===== src/sv/jog_pkg.sv =====
// Shared constants, register codes and the beat type for the Julia orbit generator.
// Used by jog_cell and julia_orbit_generator; depends on nothing else.
`default_nettype none

package jog_pkg;

    localparam int WORD_W    = 32;
    localparam int FRAC_BITS = 28;
    localparam int MAX_ORBIT = 64;
    localparam int DIGIT_W   = 8;
    localparam int N_CELLS   = WORD_W / DIGIT_W;
    localparam int PROD_W    = 2 * WORD_W;
    localparam int IN_W      = 31;
    localparam int K_W       = 30;
    localparam int ITER_W    = 7;
    localparam int CFG_IDX_W = 2;
    localparam int CNT_W     = $clog2(MAX_ORBIT + 1);
    localparam int SUM_W     = PROD_W + 1;

    localparam int  ESC_SHIFT = 2 * FRAC_BITS + 2;
    localparam bit  ESC_ON    = (ESC_SHIFT < PROD_W);
    localparam logic [SUM_W-1:0] ESC_LIMIT =
        ESC_ON ? (SUM_W'(1) << ESC_SHIFT) : '0;

    localparam logic [CFG_IDX_W-1:0] CFG_K_REAL   = 2'd0;
    localparam logic [CFG_IDX_W-1:0] CFG_K_IMAG   = 2'd1;
    localparam logic [CFG_IDX_W-1:0] CFG_MAX_ITER = 2'd2;

    localparam logic signed [K_W-1:0] K_REAL_RST   = -30'sd202587165;
    localparam logic signed [K_W-1:0] K_IMAG_RST   = -30'sd14072219;
    localparam logic [ITER_W-1:0]     MAX_ITER_RST = ITER_W'(MAX_ORBIT);

    // Operands and partial sums handed from one multiplier cell to the next.
    typedef struct packed {
        logic [PROD_W-1:0] ma_re;
        logic [PROD_W-1:0] ma_im;
        logic [WORD_W-1:0] mb_re;
        logic [WORD_W-1:0] mb_im;
        logic [PROD_W-1:0] acc_rr;
        logic [PROD_W-1:0] acc_ii;
        logic [PROD_W-1:0] acc_ri;
        logic              neg_ri;
    } jog_beat_t;

endpackage

`default_nettype wire


===== src/sv/jog_cell.sv =====
// One cell of the digit multiplier chain: adds one multiplier digit's partial products.
// Depends on jog_pkg.
`default_nettype none

module jog_cell (
    input  wire logic              clk,
    input  wire logic              rst_n,
    input  wire logic              valid_in,
    input  wire jog_pkg::jog_beat_t beat_in,
    output logic                   valid_out,
    output jog_pkg::jog_beat_t     beat_out
);

    logic                          valid_reg;
    jog_pkg::jog_beat_t            beat_reg;
    jog_pkg::jog_beat_t            beat_next;
    logic [jog_pkg::DIGIT_W-1:0]   d_re;
    logic [jog_pkg::DIGIT_W-1:0]   d_im;
    logic [jog_pkg::PROD_W-1:0]    pp_rr;
    logic [jog_pkg::PROD_W-1:0]    pp_ii;
    logic [jog_pkg::PROD_W-1:0]    pp_ri;

    // The multiplier words shift down and the multiplicands shift up, so every
    // cell works on its own low digit without knowing its place in the row.
    always_comb
    begin
        d_re  = beat_in.mb_re[jog_pkg::DIGIT_W-1:0];
        d_im  = beat_in.mb_im[jog_pkg::DIGIT_W-1:0];
        pp_rr = beat_in.ma_re * jog_pkg::PROD_W'(d_re);
        pp_ii = beat_in.ma_im * jog_pkg::PROD_W'(d_im);
        pp_ri = beat_in.ma_re * jog_pkg::PROD_W'(d_im);

        beat_next        = beat_in;
        beat_next.ma_re  = beat_in.ma_re << jog_pkg::DIGIT_W;
        beat_next.ma_im  = beat_in.ma_im << jog_pkg::DIGIT_W;
        beat_next.mb_re  = beat_in.mb_re >> jog_pkg::DIGIT_W;
        beat_next.mb_im  = beat_in.mb_im >> jog_pkg::DIGIT_W;
        beat_next.acc_rr = beat_in.acc_rr + pp_rr;
        beat_next.acc_ii = beat_in.acc_ii + pp_ii;
        beat_next.acc_ri = beat_in.acc_ri + pp_ri;
    end

    always_ff @(posedge clk or negedge rst_n)
    begin
        if (!rst_n)
        begin
            valid_reg <= 1'b0;
        end
        else
        begin
            valid_reg <= valid_in;
        end
    end

    always_ff @(posedge clk)
    begin
        beat_reg <= beat_next;
    end

    assign valid_out = valid_reg;
    assign beat_out  = beat_reg;

endmodule

`default_nettype wire


===== config.mk =====
export PLATFORM = sky130hd
export DESIGN_NAME = jog_cell
export DESIGN_NICKNAME = d
export VERILOG_FILES = /design/src/sv/jog_pkg.sv /design/src/sv/jog_cell.sv
export SDC_FILE = /design/constraint.sdc
export NUM_CORES = 2
export LEC_CHECK = 0
export ABC_AREA = 1
export CORE_MARGIN = 2
export CORE_UTILIZATION = 35
export CTS_CLUSTER_SIZE = 10
export DETAILED_ROUTE_END_ITERATION = 8
export DONT_BUFFER_PORTS = 1
export GPL_TIMING_DRIVEN = 1
export PLACE_DENSITY = 0.57
export SETUP_SLACK_MARGIN = 0.15
export SLEW_MARGIN = 20
export SYNTH_ARGS = -nofsm -noshare
export SYNTH_HDL_FRONTEND = slang
export SYNTH_SLANG_ARGS = --single-unit

===== constraint.sdc =====
create_clock -name clk -period 0.8 [get_ports clk]
set_input_delay 0.08 -clock clk [delete_from_list [all_inputs] [get_ports clk]]
set_output_delay 0.08 -clock clk [all_outputs]
set_load 0.01 [all_outputs]

* Yosys cells after proc, flatten, opt, wreduce, memory -nomap -nowiden
Index checks and enable logic that the tools add are counted.
Storage, ports and cells: register bits after elaboration 354, input bits 388, word-level logic and storage cells 15
Operators by class: $add $sub $neg 3, $mul 3
Operators by type and width (count):
- $add A64 B64 Y64 | 3
- $mul A64 B8 Y64 | 3

* Logic depth before layout (Yosys ltp)
depth after elaboration 2, gate-level depth with buffers 27

* Least setup slack after synthesis
OpenSTA, ideal clock, no wires.
path type input to register, start point input port beat_in[193] in the netlist's numbering, end point register beat_reg, in the netlist beat_out[62], setup time 0.112 ns, arrival 4.213 ns, setup slack -3.526 ns, stages 22, buffers on the path 3, cell sequence buf_2 clkbuf_1 buf_1 nand2_1 fa_1 inv_1 fa_1 fa_1 inv_1 fa_1 inv_1 ha_1 nand2_1 inv_1 a21oi_1 inv_1 a21oi_1 nand2_1 a21oi_1 nand2_1 nand2_1 nand2_1
RTL lines:
- start: declaration | line jog_cell.sv:9 | input wire jog_pkg::jog_beat_t beat_in,
- end signal: assignment | line jog_cell.sv:57 | beat_reg <= beat_next;
- end: declaration | line jog_cell.sv:15 | jog_pkg::jog_beat_t beat_reg;

==> impl_metrics.toml <==
[timing]
hold_slack_ns = -0.565
hold_viol = 16
slew_headroom_pct = 40.1
tns_ns = -595.49
period_share_pct = 469
slew_viol_final = 0
fin_ws_ns = -2.95
tightest_slew_ns = 0.898
max_freq_ghz = 0.267
setup_viol = 541
rsz0062_at_grt = "yes"
period_minus_slack_ns = 3.75

[floorplanning]
die_area_mm2 = 0.188
coreArea_mm2 = 0.183
start_util_pct = 35.2
rows = 157
io_pins = 774
die_w_um = 433
die_y_um = 433

[detailed_routing]
drc = 0
vias_per_cell = 4.60
ant_nets = 0
drt-total-wl_mm = 244
route.vias.total = 56994
drt_first_pass_iters = 6
drt_iter0_markers = 3132
routedWlPerCell_um = 19.7

[cts]
clk_pin_slew_ns = 0.06
cts_sinks = 354
clockBufferDepth = 3
cts_htree_levels = 2
cts_buffers = 48
cts_tree = "yes"
root_buffer = "clkbuf_16"
ctsHoldBuffers = 316

[global_route]
grt_usage_pct = 26.4
grt_pass1_wl_mm = 372
grt-ovfl-total = 0
grt_pass1_vias = 61699
grt_max_degree = 129
antenna_found_initial = 25

[synth]
syn-cell-area_mm2 = 0.0644
yosysTopAreaCellShare_pct = 38.2
ys.warnings.count = 0
ys_seq_area_share_pct = 11.0
synth_area_leader_cell = "fa_1"
synth-edff-count = 0
async_reset_ff_share_pct = 0.282
synthCells = 9179
synth.area.top_cells = "fa_1 (38%), inv_1 (18%), nand2_1 (16%), dfxtp_1 (11%), ha_1 (4.3%)"
synth_commonest_cells = "inv_1 (3056), nand2_1 (2782), fa_1 (1230), dfxtp_1 (353), clkbuf_1 (287)"
ys_types = 39
synth-seq-cells = 354
syn_area_per_cell_um2 = 7.02
synth.most_common_cell = "inv_1"
ys.flop_type = "dfxtp_1"

[status]
status = "finished, violations left"
violations = "hold timing, setup timing"

[placed_design]
dp_hpwl_mm = 200
gp_congestion = 0.971
portBuffers = 0

[layout]
drive_gt1_share_pct = 18.5
fillers = 18545
syn2layout_area_growth_pct = 26.6
finalCoreUtilization_pct = 44.6
final_nets = 11725

[critical_path]
critPathKind = "in -> reg"
worstPathArrival_ns = 4.35
required_ns = 1.40
crit_fanout = 128
cp-start-kind = "input port"
cp-end-kind = "flop"

[flow_run]
max_cap_viol_count = 0

[hold_path]
min_path_type = "in -> reg"
==> state kept, by name (all words and copies together), names as in the netlist <==
name / count
beat_out: 353
valid_out: 1
==> cells in the final DEF (no fill, tap or decap), types with 7 or more instances in the layout <==
cell / Yosys / layout
inv_1: 3056 / 2977
nand2_1: 2782 / 2443
fa_1: 1230 / 1206
buf_4: 32 / 656
dfxtp_1: 353 / 353
dlygate4sd3_1: 0 / 316
nand2_2: 43 / 279
nand3_1: 206 / 170
ha_4: 0 / 159
nor2_1: 273 / 138
a21oi_1: 195 / 100
nand2_4: 0 / 99
nor2_2: 39 / 95
inv_2: 8 / 85
nor2_4: 3 / 82
a21oi_2: 7 / 79
nand4_1: 65 / 65
xor2_1: 71 / 59
ha_1: 219 / 57
clkbuf_16: 0 / 49
nand3_2: 31 / 48
o21ai_1: 20 / 39
o21bai_1: 46 / 37
conb_1: 1 / 32
o21ai_0: 65 / 25
fa_2: 0 / 24
a21oi_4: 0 / 23
o21ai_2: 2 / 21
xnor2_1: 22 / 20
nand3_4: 0 / 19
diode_2: 0 / 17
buf_12: 0 / 16
nor3_2: 16 / 13
nor3_4: 0 / 12
nor3_1: 21 / 12
xor2_2: 0 / 12
nand3b_1: 11 / 11
clkinv_2: 0 / 9
buf_6: 0 / 9
o21bai_2: 3 / 7
==> layer usage <==
layer	global-route usage, %	up-vias	wire (um)
met1	31.2	28312	95400
met4	10.2	0	9790
li1	-	26628	-
met3	3.67	360	13300
met5	0	-	0
met2	47.9	1694	126000
==> worst paths after layout <==
check / startpoint / endpoint / slack, ns / depth (start not counted)
setup / recovery: beat_in[193] / beat_out[92] / -2.95 / 18
min in group asynchronous: rst_n / valid_out / 0.17 / 2
hold / removal: beat_in[257] / beat_out[265] / -0.56 / 0
max in group asynchronous: rst_n / valid_out / 0.53 / 2
==> metrics by stage <==
step	setup WS [ns]	instances	hold slack [ns]	area [um^2]
4_1_cts	-2.60	12372	-0.627	80800
2_1_floorplan	-3.11	9210	-0.216	69600
5_1_grt	-2.96	12386	-0.603	81600
3_5_place_dp	-3.76	11972	-0.216	74600
3_3_place_gp	-3.73	11972	-0.216	74600
6_report	-2.95	12391	-0.565	81600
==> worst max-delay path: stages <==
cell,delay (ns)
nand2_2,0.25
fa_1,0.47
inv_1,0.09
fa_1,0.43
fa_1,0.55
inv_1,0.05
fa_1,0.48
inv_1,0.06
ha_4,0.30
nand2_4,0.07
nor2_4,0.14
buf_4,0.15
inv_1,0.05
o21bai_2,0.18
inv_2,0.07
nand3_4,0.15
buf_4,0.15
xor2_2,0.20
==> kinds of logic (layout without fill, tap and decap cells) <==
family                     after synthesis  count (layout)  synth area share (%)
and+or+nand+nor                       3501            3501                  22.0
buffers and inverters                 3435            4135                  20.2
adders and majority gates             1449            1449                  42.5
DFF                                    354             354                  11.0
AOI/OAI and AO/OA                      346             346                  2.98
xor gates and xnor gates                93              93                  1.26
other                                    1              49               0.00582
==> repair_timing <==
item,4_1_cts,5_1_grt
endpoints found under the setup margin,540,551
setup buffers,12,2
resized for setup,393,209
pin swaps,110,65
endpoints found under the hold margin,177,14
==> layout make-up <==
type,instances,area [um^2],area share [%]
multi-input combinational,5421,49900,61.1
inverter,3066,11500,14.1
timing repair buffer,997,8510,10.4
sequential,354,7090,8.69
tap,2464,3080,3.78
clock buffer,54,1270,1.56
clock inverter,18,194,0.238
antenna,17,42.5,0.0521
Power is not shown: default switching activity piles up to over one toggle a cycle in this logic, so the estimate is an artifact.
